**src/design/mtk_pkg.sv**
```systemverilog
// Shared types, constants and the letter glyph table of the Morse tone keyer.
`default_nettype none

package mtk_pkg;

  localparam int unsigned LETTER_COUNT = 26;
  localparam int unsigned IDX_W        = $clog2(LETTER_COUNT);
  localparam int unsigned CFG_IDX_W    = 3;
  localparam int unsigned CFG_DATA_W   = 20;
  localparam int unsigned HALF_W       = 16;
  localparam int unsigned PER_W        = 16;
  localparam int unsigned GAP_W        = 20;

  localparam logic [7:0] CHAR_A   = 8'h61;
  localparam logic [7:0] CHAR_END = 8'(97 + LETTER_COUNT);

  localparam logic [HALF_W-1:0] RST_TONE_HALF    = 16'd106;
  localparam logic [PER_W-1:0]  RST_DOT_PERIODS  = 16'd471;
  localparam logic [PER_W-1:0]  RST_DASH_PERIODS = 16'd1179;
  localparam logic [GAP_W-1:0]  RST_ELEMENT_GAP  = 20'd200000;
  localparam logic [GAP_W-1:0]  RST_LETTER_GAP   = 20'd500000;

  typedef enum logic [CFG_IDX_W-1:0] {
    CFG_TONE_HALF    = 3'd0,
    CFG_DOT_PERIODS  = 3'd1,
    CFG_DASH_PERIODS = 3'd2,
    CFG_ELEMENT_GAP  = 3'd3,
    CFG_LETTER_GAP   = 3'd4
  } cfg_idx_e;

  typedef enum logic [3:0] {
    PH_IDLE = 4'b0001,
    PH_WAIT = 4'b0010,
    PH_TONE = 4'b0100,
    PH_GAP  = 4'b1000
  } phase_e;

  typedef struct packed {
    logic [HALF_W-1:0] tone_half_period;
    logic [PER_W-1:0]  dot_periods;
    logic [PER_W-1:0]  dash_periods;
    logic [GAP_W-1:0]  element_gap;
    logic [GAP_W-1:0]  letter_gap;
  } cfg_t;

  typedef struct packed {
    logic       req_type;
    logic [7:0] char_code;
    logic       enabled;
  } item_t;

  typedef struct packed {
    logic speaker;
    logic busy_res;
    logic char_done;
    logic rejected;
  } res_t;

  // Top three bits: element count; low bits: elements, 1 = dash.
  function automatic logic [7:0] mtk_glyph(input logic [IDX_W-1:0] idx);
    logic [7:0] g;
    g = 8'h00;
    unique case (idx)
      5'd0:  g = 8'h41;
      5'd1:  g = 8'h88;
      5'd2:  g = 8'h8A;
      5'd3:  g = 8'h64;
      5'd4:  g = 8'h20;
      5'd5:  g = 8'h82;
      5'd6:  g = 8'h66;
      5'd7:  g = 8'h80;
      5'd8:  g = 8'h40;
      5'd9:  g = 8'h87;
      5'd10: g = 8'h65;
      5'd11: g = 8'h84;
      5'd12: g = 8'h43;
      5'd13: g = 8'h42;
      5'd14: g = 8'h67;
      5'd15: g = 8'h86;
      5'd16: g = 8'h8D;
      5'd17: g = 8'h62;
      5'd18: g = 8'h60;
      5'd19: g = 8'h21;
      5'd20: g = 8'h61;
      5'd21: g = 8'h81;
      5'd22: g = 8'h63;
      5'd23: g = 8'h89;
      5'd24: g = 8'h8B;
      5'd25: g = 8'h8C;
      default: g = 8'h00;
    endcase
    return g;
  endfunction

endpackage

`default_nettype wire

```
**src/design/mtk_if.sv**
```systemverilog
// Valid/ready channel interfaces for items, results and configuration writes.
`default_nettype none

interface mtk_in_if;
  logic       valid;
  logic       ready;
  logic       req_type;
  logic [7:0] char_code;
  logic       enabled;

  modport source (output valid, output req_type, output char_code, output enabled,
                  input ready);
  modport sink   (input valid, input req_type, input char_code, input enabled,
                  output ready);
endinterface

interface mtk_out_if;
  logic valid;
  logic ready;
  logic speaker;
  logic busy_res;
  logic char_done;
  logic rejected;

  modport source (output valid, output speaker, output busy_res, output char_done,
                  output rejected, input ready);
  modport sink   (input valid, input speaker, input busy_res, input char_done,
                  input rejected, output ready);
endinterface

interface mtk_cfg_if
  import mtk_pkg::*;
();
  logic                  valid;
  logic                  ready;
  logic [CFG_IDX_W-1:0]  index;
  logic [CFG_DATA_W-1:0] data;

  modport source (output valid, output index, output data, input ready);
  modport sink   (input valid, input index, input data, output ready);
endinterface

`default_nettype wire

```
**src/design/mtk_cfg_regs.sv**
```systemverilog
// Configuration register file of the Morse tone keyer.
`default_nettype none

module mtk_cfg_regs
  import mtk_pkg::*;
(
  input  wire logic  clk_i,
  input  wire logic  rst_ni,
  mtk_cfg_if.sink    cfg_i,
  output cfg_t       cfg_o
);

  cfg_t cfg_q, cfg_d;

  assign cfg_i.ready = 1'b1;

  always_comb begin
    cfg_d = cfg_q;
    if (cfg_i.valid) begin
      unique case (cfg_idx_e'(cfg_i.index))
        CFG_TONE_HALF:    cfg_d.tone_half_period = cfg_i.data[HALF_W-1:0];
        CFG_DOT_PERIODS:  cfg_d.dot_periods      = cfg_i.data[PER_W-1:0];
        CFG_DASH_PERIODS: cfg_d.dash_periods     = cfg_i.data[PER_W-1:0];
        CFG_ELEMENT_GAP:  cfg_d.element_gap      = cfg_i.data[GAP_W-1:0];
        CFG_LETTER_GAP:   cfg_d.letter_gap       = cfg_i.data[GAP_W-1:0];
        default:          cfg_d = cfg_q;
      endcase
    end
  end

  always_ff @(posedge clk_i or negedge rst_ni) begin
    if (!rst_ni) begin
      cfg_q.tone_half_period <= RST_TONE_HALF;
      cfg_q.dot_periods      <= RST_DOT_PERIODS;
      cfg_q.dash_periods     <= RST_DASH_PERIODS;
      cfg_q.element_gap      <= RST_ELEMENT_GAP;
      cfg_q.letter_gap       <= RST_LETTER_GAP;
    end else begin
      cfg_q <= cfg_d;
    end
  end

  assign cfg_o = cfg_q;

endmodule

`default_nettype wire

```
**src/design/mtk_core.sv**
```systemverilog
// Keyer state machine: one tick or submission per step, result for that step.
`default_nettype none

module mtk_core
  import mtk_pkg::*;
(
  input  wire logic  clk_i,
  input  wire logic  rst_ni,
  input  cfg_t       cfg_i,
  input  wire logic  step_i,
  input  item_t      item_i,
  output res_t       res_o
);

  phase_e            phase_q, phase_d;
  logic [IDX_W-1:0]  letter_q, letter_d;
  logic [2:0]        pos_q, pos_d;
  logic [HALF_W-1:0] half_q, half_d;
  logic [PER_W-1:0]  per_q, per_d;
  logic [GAP_W-1:0]  gap_q, gap_d;
  logic              pin_q, pin_d;
  logic              final_q, final_d;

  logic [7:0]        glyph_cur;
  logic [7:0]        glyph_new;
  logic [7:0]        ch_off;
  logic              is_letter;
  logic [PER_W-1:0]  elem_periods;
  logic [HALF_W-1:0] half_inc;
  logic [PER_W-1:0]  per_inc;
  logic [GAP_W-1:0]  gap_dec;
  logic              done;
  logic              rej;

  assign ch_off       = item_i.char_code - CHAR_A;
  assign is_letter    = (item_i.char_code >= CHAR_A) && (item_i.char_code < CHAR_END);
  assign glyph_new    = mtk_glyph(ch_off[IDX_W-1:0]);
  assign glyph_cur    = mtk_glyph(letter_q);
  assign elem_periods = glyph_cur[pos_q] ? cfg_i.dash_periods : cfg_i.dot_periods;
  assign half_inc     = half_q + 16'd1;
  assign per_inc      = per_q + 16'd1;
  assign gap_dec      = (gap_q != '0) ? gap_q - 20'd1 : gap_q;

  always_comb begin
    phase_d  = phase_q;
    letter_d = letter_q;
    pos_d    = pos_q;
    half_d   = half_q;
    per_d    = per_q;
    gap_d    = gap_q;
    pin_d    = pin_q;
    final_d  = final_q;
    done     = 1'b0;
    rej      = 1'b0;
    if (item_i.req_type) begin
      if (phase_q != PH_IDLE) begin
        rej = 1'b1;
      end else if (is_letter) begin
        letter_d = ch_off[IDX_W-1:0];
        pos_d    = glyph_new[7:5] - 3'd1;
        final_d  = (glyph_new[7:5] == 3'd1);
        phase_d  = PH_WAIT;
      end else begin
        final_d = 1'b1;
        gap_d   = cfg_i.letter_gap;
        phase_d = PH_GAP;
      end
    end else begin
      unique case (phase_q)
        PH_IDLE: ;
        PH_WAIT: begin
          if (item_i.enabled) begin
            final_d = (pos_q == 3'd0);
            half_d  = '0;
            per_d   = '0;
            pin_d   = 1'b1;
            phase_d = PH_TONE;
          end
        end
        PH_TONE: begin
          half_d = half_inc;
          if (half_inc >= cfg_i.tone_half_period) begin
            half_d = '0;
            if (pin_q) begin
              pin_d = 1'b0;
            end else begin
              per_d = per_inc;
              if (per_inc >= elem_periods) begin
                gap_d   = final_q ? cfg_i.letter_gap : cfg_i.element_gap;
                phase_d = PH_GAP;
              end else begin
                pin_d = 1'b1;
              end
            end
          end
        end
        PH_GAP: begin
          gap_d = gap_dec;
          if (gap_dec == '0) begin
            if (final_q) begin
              phase_d = PH_IDLE;
              done    = 1'b1;
            end else begin
              pos_d   = pos_q - 3'd1;
              phase_d = PH_WAIT;
            end
          end
        end
        default: ;
      endcase
    end
  end

  always_ff @(posedge clk_i or negedge rst_ni) begin
    if (!rst_ni) begin
      phase_q  <= PH_IDLE;
      letter_q <= '0;
      pos_q    <= '0;
      half_q   <= '0;
      per_q    <= '0;
      gap_q    <= '0;
      pin_q    <= 1'b0;
      final_q  <= 1'b0;
    end else if (step_i) begin
      phase_q  <= phase_d;
      letter_q <= letter_d;
      pos_q    <= pos_d;
      half_q   <= half_d;
      per_q    <= per_d;
      gap_q    <= gap_d;
      pin_q    <= pin_d;
      final_q  <= final_d;
    end
  end

  assign res_o.speaker   = pin_d;
  assign res_o.busy_res  = (phase_d != PH_IDLE);
  assign res_o.char_done = done;
  assign res_o.rejected  = rej;

  a_idle_silent: assert property (@(posedge clk_i) disable iff (!rst_ni)
    (phase_q == PH_IDLE) || (phase_q == PH_WAIT) |-> !pin_q)
    else $error("speaker high outside a tone");

  a_gap_silent: assert property (@(posedge clk_i) disable iff (!rst_ni)
    (phase_q == PH_GAP) |-> !pin_q)
    else $error("speaker high during a gap");

  a_reject_busy: assert property (@(posedge clk_i) disable iff (!rst_ni)
    step_i && item_i.req_type && (phase_q != PH_IDLE) |=> $stable(phase_q))
    else $error("rejected character changed the phase");

  a_done_idle: assert property (@(posedge clk_i) disable iff (!rst_ni)
    step_i && done |=> (phase_q == PH_IDLE))
    else $error("character done without returning to idle");

endmodule

`default_nettype wire

```
**src/design/morse_tone_keyer_unit.sv**
```systemverilog
// Top level of the Morse tone keyer: input register, keyer core, result register.
//
// Channels: in_i carries one transaction per microsecond tick (req_type 0) or
// per submitted character (req_type 1); out_o returns exactly one result per
// input transaction, in order; cfg_i writes the five timing registers by index
// and is always ready (indexes past the last register are ignored).
// Path: a transaction taken on in_i is held in the input register, and its result
// then in the result register, from which out_o presents it as valid.
// Throughput: one transaction per cycle while out_o is taken; the keyer state
// advances once per transaction, so a tick stream at clock rate runs unbroken.
// Stall: while out_o is not taken the result register holds, the input
// register fills and then in_i.ready drops; no transaction is lost.
// Reset: registers return to their defaults, the keyer goes idle with the
// speaker low, and both pipeline registers are emptied.

`default_nettype none

module morse_tone_keyer_unit
  import mtk_pkg::*;
(
  input  wire logic  clk_i,
  input  wire logic  rst_ni,
  mtk_in_if.sink     in_i,
  mtk_out_if.source  out_o,
  mtk_cfg_if.sink    cfg_i
);

  cfg_t  cfg;
  logic  in_valid_q;
  item_t in_item_q;
  logic  out_valid_q;
  res_t  out_res_q;
  res_t  core_res;
  logic  advance;
  logic  in_take;

  assign advance    = in_valid_q && (!out_valid_q || out_o.ready);
  assign in_i.ready = !in_valid_q || advance;
  assign in_take    = in_i.valid && in_i.ready;

  always_ff @(posedge clk_i or negedge rst_ni) begin
    if (!rst_ni) begin
      in_valid_q <= 1'b0;
    end else if (in_i.ready) begin
      in_valid_q <= in_i.valid;
    end
  end

  always_ff @(posedge clk_i) begin
    if (in_take) begin
      in_item_q.req_type  <= in_i.req_type;
      in_item_q.char_code <= in_i.char_code;
      in_item_q.enabled   <= in_i.enabled;
    end
  end

  mtk_cfg_regs u_cfg (
    .clk_i  (clk_i),
    .rst_ni (rst_ni),
    .cfg_i  (cfg_i),
    .cfg_o  (cfg)
  );

  mtk_core u_core (
    .clk_i  (clk_i),
    .rst_ni (rst_ni),
    .cfg_i  (cfg),
    .step_i (advance),
    .item_i (in_item_q),
    .res_o  (core_res)
  );

  always_ff @(posedge clk_i or negedge rst_ni) begin
    if (!rst_ni) begin
      out_valid_q <= 1'b0;
    end else if (advance) begin
      out_valid_q <= 1'b1;
    end else if (out_o.ready) begin
      out_valid_q <= 1'b0;
    end
  end

  always_ff @(posedge clk_i) begin
    if (advance) begin
      out_res_q <= core_res;
    end
  end

  assign out_o.valid     = out_valid_q;
  assign out_o.speaker   = out_res_q.speaker;
  assign out_o.busy_res  = out_res_q.busy_res;
  assign out_o.char_done = out_res_q.char_done;
  assign out_o.rejected  = out_res_q.rejected;

endmodule

`default_nettype wire
```
**src/flat_wrapper.sv**
```systemverilog
// flat-port wrapper written by rule: the top's interface ports become plain ports
module morse_tone_keyer_unit_flat import mtk_pkg::*;
  (clk_i, rst_ni, in_i_valid, in_i_req_type, in_i_char_code, in_i_enabled, in_i_ready, out_o_valid, out_o_speaker, out_o_busy_res, out_o_char_done, out_o_rejected, out_o_ready, cfg_i_valid, cfg_i_index, cfg_i_data, cfg_i_ready);
  mtk_in_if in_i_i ();
  mtk_out_if out_o_i ();
  mtk_cfg_if cfg_i_i ();
  input  wire logic clk_i;
  input  wire logic rst_ni;
  input wire logic [$bits(in_i_i.valid)-1:0] in_i_valid;
  input wire logic [$bits(in_i_i.req_type)-1:0] in_i_req_type;
  input wire logic [$bits(in_i_i.char_code)-1:0] in_i_char_code;
  input wire logic [$bits(in_i_i.enabled)-1:0] in_i_enabled;
  output wire logic [$bits(in_i_i.ready)-1:0] in_i_ready;
  output wire logic [$bits(out_o_i.valid)-1:0] out_o_valid;
  output wire logic [$bits(out_o_i.speaker)-1:0] out_o_speaker;
  output wire logic [$bits(out_o_i.busy_res)-1:0] out_o_busy_res;
  output wire logic [$bits(out_o_i.char_done)-1:0] out_o_char_done;
  output wire logic [$bits(out_o_i.rejected)-1:0] out_o_rejected;
  input wire logic [$bits(out_o_i.ready)-1:0] out_o_ready;
  input wire logic [$bits(cfg_i_i.valid)-1:0] cfg_i_valid;
  input wire logic [$bits(cfg_i_i.index)-1:0] cfg_i_index;
  input wire logic [$bits(cfg_i_i.data)-1:0] cfg_i_data;
  output wire logic [$bits(cfg_i_i.ready)-1:0] cfg_i_ready;
  assign in_i_i.valid = in_i_valid;
  assign in_i_i.req_type = in_i_req_type;
  assign in_i_i.char_code = in_i_char_code;
  assign in_i_i.enabled = in_i_enabled;
  assign in_i_ready = in_i_i.ready;
  assign out_o_valid = out_o_i.valid;
  assign out_o_speaker = out_o_i.speaker;
  assign out_o_busy_res = out_o_i.busy_res;
  assign out_o_char_done = out_o_i.char_done;
  assign out_o_rejected = out_o_i.rejected;
  assign out_o_i.ready = out_o_ready;
  assign cfg_i_i.valid = cfg_i_valid;
  assign cfg_i_i.index = cfg_i_index;
  assign cfg_i_i.data = cfg_i_data;
  assign cfg_i_ready = cfg_i_i.ready;
  morse_tone_keyer_unit u_core (.clk_i(clk_i), .rst_ni(rst_ni), .in_i(in_i_i), .out_o(out_o_i), .cfg_i(cfg_i_i));
endmodule
```
**config.mk**
```make
export PLATFORM = sky130hd
export DESIGN_NAME = morse_tone_keyer_unit_flat
export DESIGN_NICKNAME = d
export VERILOG_FILES = /design/src/design/mtk_pkg.sv /design/src/design/mtk_if.sv /design/src/design/mtk_cfg_regs.sv /design/src/design/mtk_core.sv /design/src/design/morse_tone_keyer_unit.sv /design/src/flat_wrapper.sv
export SDC_FILE = /design/constraint.sdc
export NUM_CORES = 1
export LEC_CHECK = 0
export BUFFER_PORTS_ARGS = -buffer_cell sky130_fd_sc_hd__buf_4
export CORE_MARGIN = 2
export CORE_UTILIZATION = 65
export DETAILED_ROUTE_END_ITERATION = 10
export GPL_ROUTABILITY_DRIVEN = 0
export PLACE_DENSITY = 0.84
export SYNTH_ARGS = -nofsm -noshare
export SYNTH_HDL_FRONTEND = slang
export SYNTH_SLANG_ARGS = --single-unit
```
**constraint.sdc**
```tcl
create_clock -name clk_i -period 9.35 [get_ports clk_i]
set_input_delay 1.87 -clock clk_i [delete_from_list [all_inputs] [get_ports clk_i]]
set_output_delay 1.87 -clock clk_i [all_outputs]
set_load 0.05 [all_outputs]
```
==> run metrics <==
worst vdd rail ir drop=0.155 mV; largest net degree at the start of global routing=99; P&R area growth vs syn=9.84%; TritonCTS buffer count=17; FFs w/ async S/R, synth=0.918; Synth cell types=between 70 and 80; Initial Util=0.662; Hold Slack=0.505 ns; Final Setup Violations=0; min Tclk post-route=between 5 and 6 ns; fmax=roughly 0.17 GHz; initial DRC count=about 850; Final Hold Viols=0; CTS tree=done; slowest stage delay, CP=0.81 ns; leakage=0.00477 µW; row cnt=45; antenna violations before repair=0; Setup Skew=about 0.011 ns; Sw Share=0.340; core area=15100 µm²; Max-slew headroom=0.201; IO Port Bufs=43; Routed Antenna Nets=0; Final nets=1107; worst endpoint required time=9.66 ns; Clk pwr share=0.291; setup TNS=0 ns; top cell type's share of synthesized area=0.313; worst-path maximum fanout=19; placed inst area=roughly 10000 µm²; DRT Pass-1 Iters=5; final worst slack=3.54 ns; Main synth FF type=dfrtp_1; clk sinks=170; Ant. Diodes=0; Hold Path Class=reg -> reg; post-synthesis sequential area ratio=0.437; cell area after synthesis=between 9000 and 10000 µm²; # hold bufs at CTS=0; slowest library cell on the worst path=nand2_1; pins over their slew limit=0; RSZ-0062 raised after global routing=false; Synth Register Bits=170; share of the cycle needed by the critical path after routing=0.622; count leader, synth=dfrtp_1; Setup Buffers After CTS=0; H-tree levels=4; Clock Latency Late Sink=roughly 0.44 ns; Reg clk slew, reported paths=0.07 ns; Synthesized Nets=1086; layout cell share with drive strength beyond 1=0.197; Sw Pwr=767 µW; HPWL Detailed=~16000 µm; Power Total=roughly 2300 µW; Synth Area per Inst=10.0 µm²; top post-synthesis cells by area=dfrtp_1 31%, mux2_2 8.2%, dfstp_2 8.2%; total track usage=0.304; sequential share of power=0.464; finished layout cell area=11000 µm²; WL per Instance=~19 µm; die area=about 16000 µm²; largest area contributor in the netlist=dfrtp_1; most frequent cells after synthesis=125 x dfrtp_1, 73 x mux2_2, 71 x nand2_1; worst slew pin tran=1.20 ns; CTS Buffer Depth=2; vias in the first global route=7753; P_int=1490 µW; Crit. End Element=register; Crit Path Category=reg -> reg; Ys Warns=0; I/O pin cnt=45; Setup WS pre-CTS=3.70 ns; DR vias/cell=6.47; Synth Instances=998; status=completed; startpoint types=register; combinational group share of total power=0.245; worst path cell trace=inv_1, ha_1, nor2b_1, nand2b_1, a21oi_1, a31oi_1, mux4_2, mux2_2, mux2_1, ha_1, nand2b_1, a21oi_1, o21ai_1, a221oi_1, o21ai_1, a311o_1, nand2_1, mux2_1; MaxCap Viol Count=0; wirelength, routed=23400 µm; first-pass GRT wire length=39200 µm; remaining global-route overflow=0; routed vias=7898; CTS root buffer=clkbuf_16; cts repair resizes=0; Die X=roughly 130 µm; Worst EP arrival=6.13 ns; Post-synth EDFFs=14; chip height=~130 µm; Power Dens Cells=slightly above 200 nW/µm²; DRC violations left=0
-- critical path: cells and delay by family, from the launching register on --
kind                       cells  cell delay [ns]
AOI/OAI and AO/OA              7             1.40
adders and majority gates      2             0.65
buffers and inverters          1             0.15
DFF                            1             0.44
muxes                          4             1.80
and+or+nand+nor                4             1.25
-- cells in the final DEF, fill, tap and decap left out, types with 7 or more instances in the layout --
| cell type | count |
|---|---|
| nand2b_1 | 19 |
| nor3_1 | 20 |
| o21ai_1 | 17 |
| mux2i_1 | 37 |
| xor2_1 | 17 |
| and3_1 | 16 |
| o21ai_0 | 69 |
| ha_1 | 50 |
| o22ai_1 | 23 |
| nand3_1 | 35 |
| a211oi_1 | 7 |
| dfrtp_1 | 125 |
| a32o_1 | 12 |
| edfxtp_1 | 14 |
| xnor2_1 | 22 |
| nand2_1 | 71 |
| a31oi_1 | 12 |
| buf_4 | 51 |
| inv_1 | 49 |
| dfstp_2 | 31 |
| mux2_2 | 73 |
| a21oi_1 | 49 |
| clkbuf_16 | 17 |
| nor2_1 | 60 |
| nor2b_1 | 10 |
-- state kept, by name (all words and copies together), names as in the netlist, 3 cells and up --
register and flops:
u_core.in_item_q 10, u_core.u_cfg.cfg_o 88, u_core.u_core.per_q 16, u_core.u_core.phase_q 4, u_core.u_core.half_q 16, u_core.u_core.gap_q 20, u_core.u_core.pos_q 3, u_core.u_core.letter_q 5
-- metal layers --
| layer | global-route usage | wire (µm) | share of wire |
|---|---|---|---|
| met4 | 0.114 | 496 | 0.021 |
| met2 | 0.489 | 11400 | 0.49 |
| met3 | 0.0634 | 1360 | 0.058 |
| met5 | 0 | 0 | 0 |
| met1 | 0.409 | 10100 | 0.43 |
-- final cells by class --
cell class                      count  area, µm²
Multi-Input combinational cell    727       5250
Sequential cell                   170       4360
Fill cell                        1121       4120
Clock buffer                       21        450
Timing Repair Buffer               52        394
Tap cell                          188        235
Inverter                           51        191
Clock inverter                     11       88.8
-- power by group through the flow --
stage | combinational [µW] | clock (µW) | sequential, µW
5_1_grt | 614 | 702 | 1060
4_1_cts | 550 | 661 | 1040
2_1_floorplan | 412 | 0 | 1010
3_5_place_dp | 541 | 0 | 1050
3_3_place_gp | 517 | 0 | 1040
6_report | 554 | 656 | 1050
-- cells by family (layout without fill, tap and decap cells) --
group                    Yosys count  after routing  share of synthesized area
AO/OA/AOI/OAI                    240            240                      0.151
adder cells (fa/ha/maj)           50             50                     0.0626
other                              1              1                   0.000375
multiplexers                     117            117                      0.130
XOR/XNOR                          39             39                     0.0342
flip-flops                       170            170                      0.437
buffers and inverters            101            135                     0.0392
AND/OR/NAND/NOR                  280            280                      0.146
-- metrics by stage --
stage,instances,util
finish,1220,0.727
CTS,1220,0.727
global route,1220,0.727
floorplan,998,-
global placement,1188,0.691
detailed placement,1188,0.691
-- worst paths after layout --
path | start | end | slack [ns] | cells after the start
worst min-delay path | u_core.u_cfg.cfg_o[22] | u_core.u_cfg.cfg_o[22] | 0.51 | 1
max in group asynchronous | rst_ni | u_core.u_core.half_q[8] | 6.51 | 2
worst max-delay path | u_core.u_core.letter_q[0] | u_core.u_core.gap_q[4] | 3.54 | 18
min in group asynchronous | rst_ni | u_core.u_cfg.cfg_o[39] | 1.51 | 1
worst max register to register | u_core.u_core.letter_q[0] | u_core.u_core.gap_q[4] | 3.54 | 18
worst min register to register | u_core.u_cfg.cfg_o[22] | u_core.u_cfg.cfg_o[22] | 0.51 | 1
No activity file was read; power rests on OpenSTA's default activity.
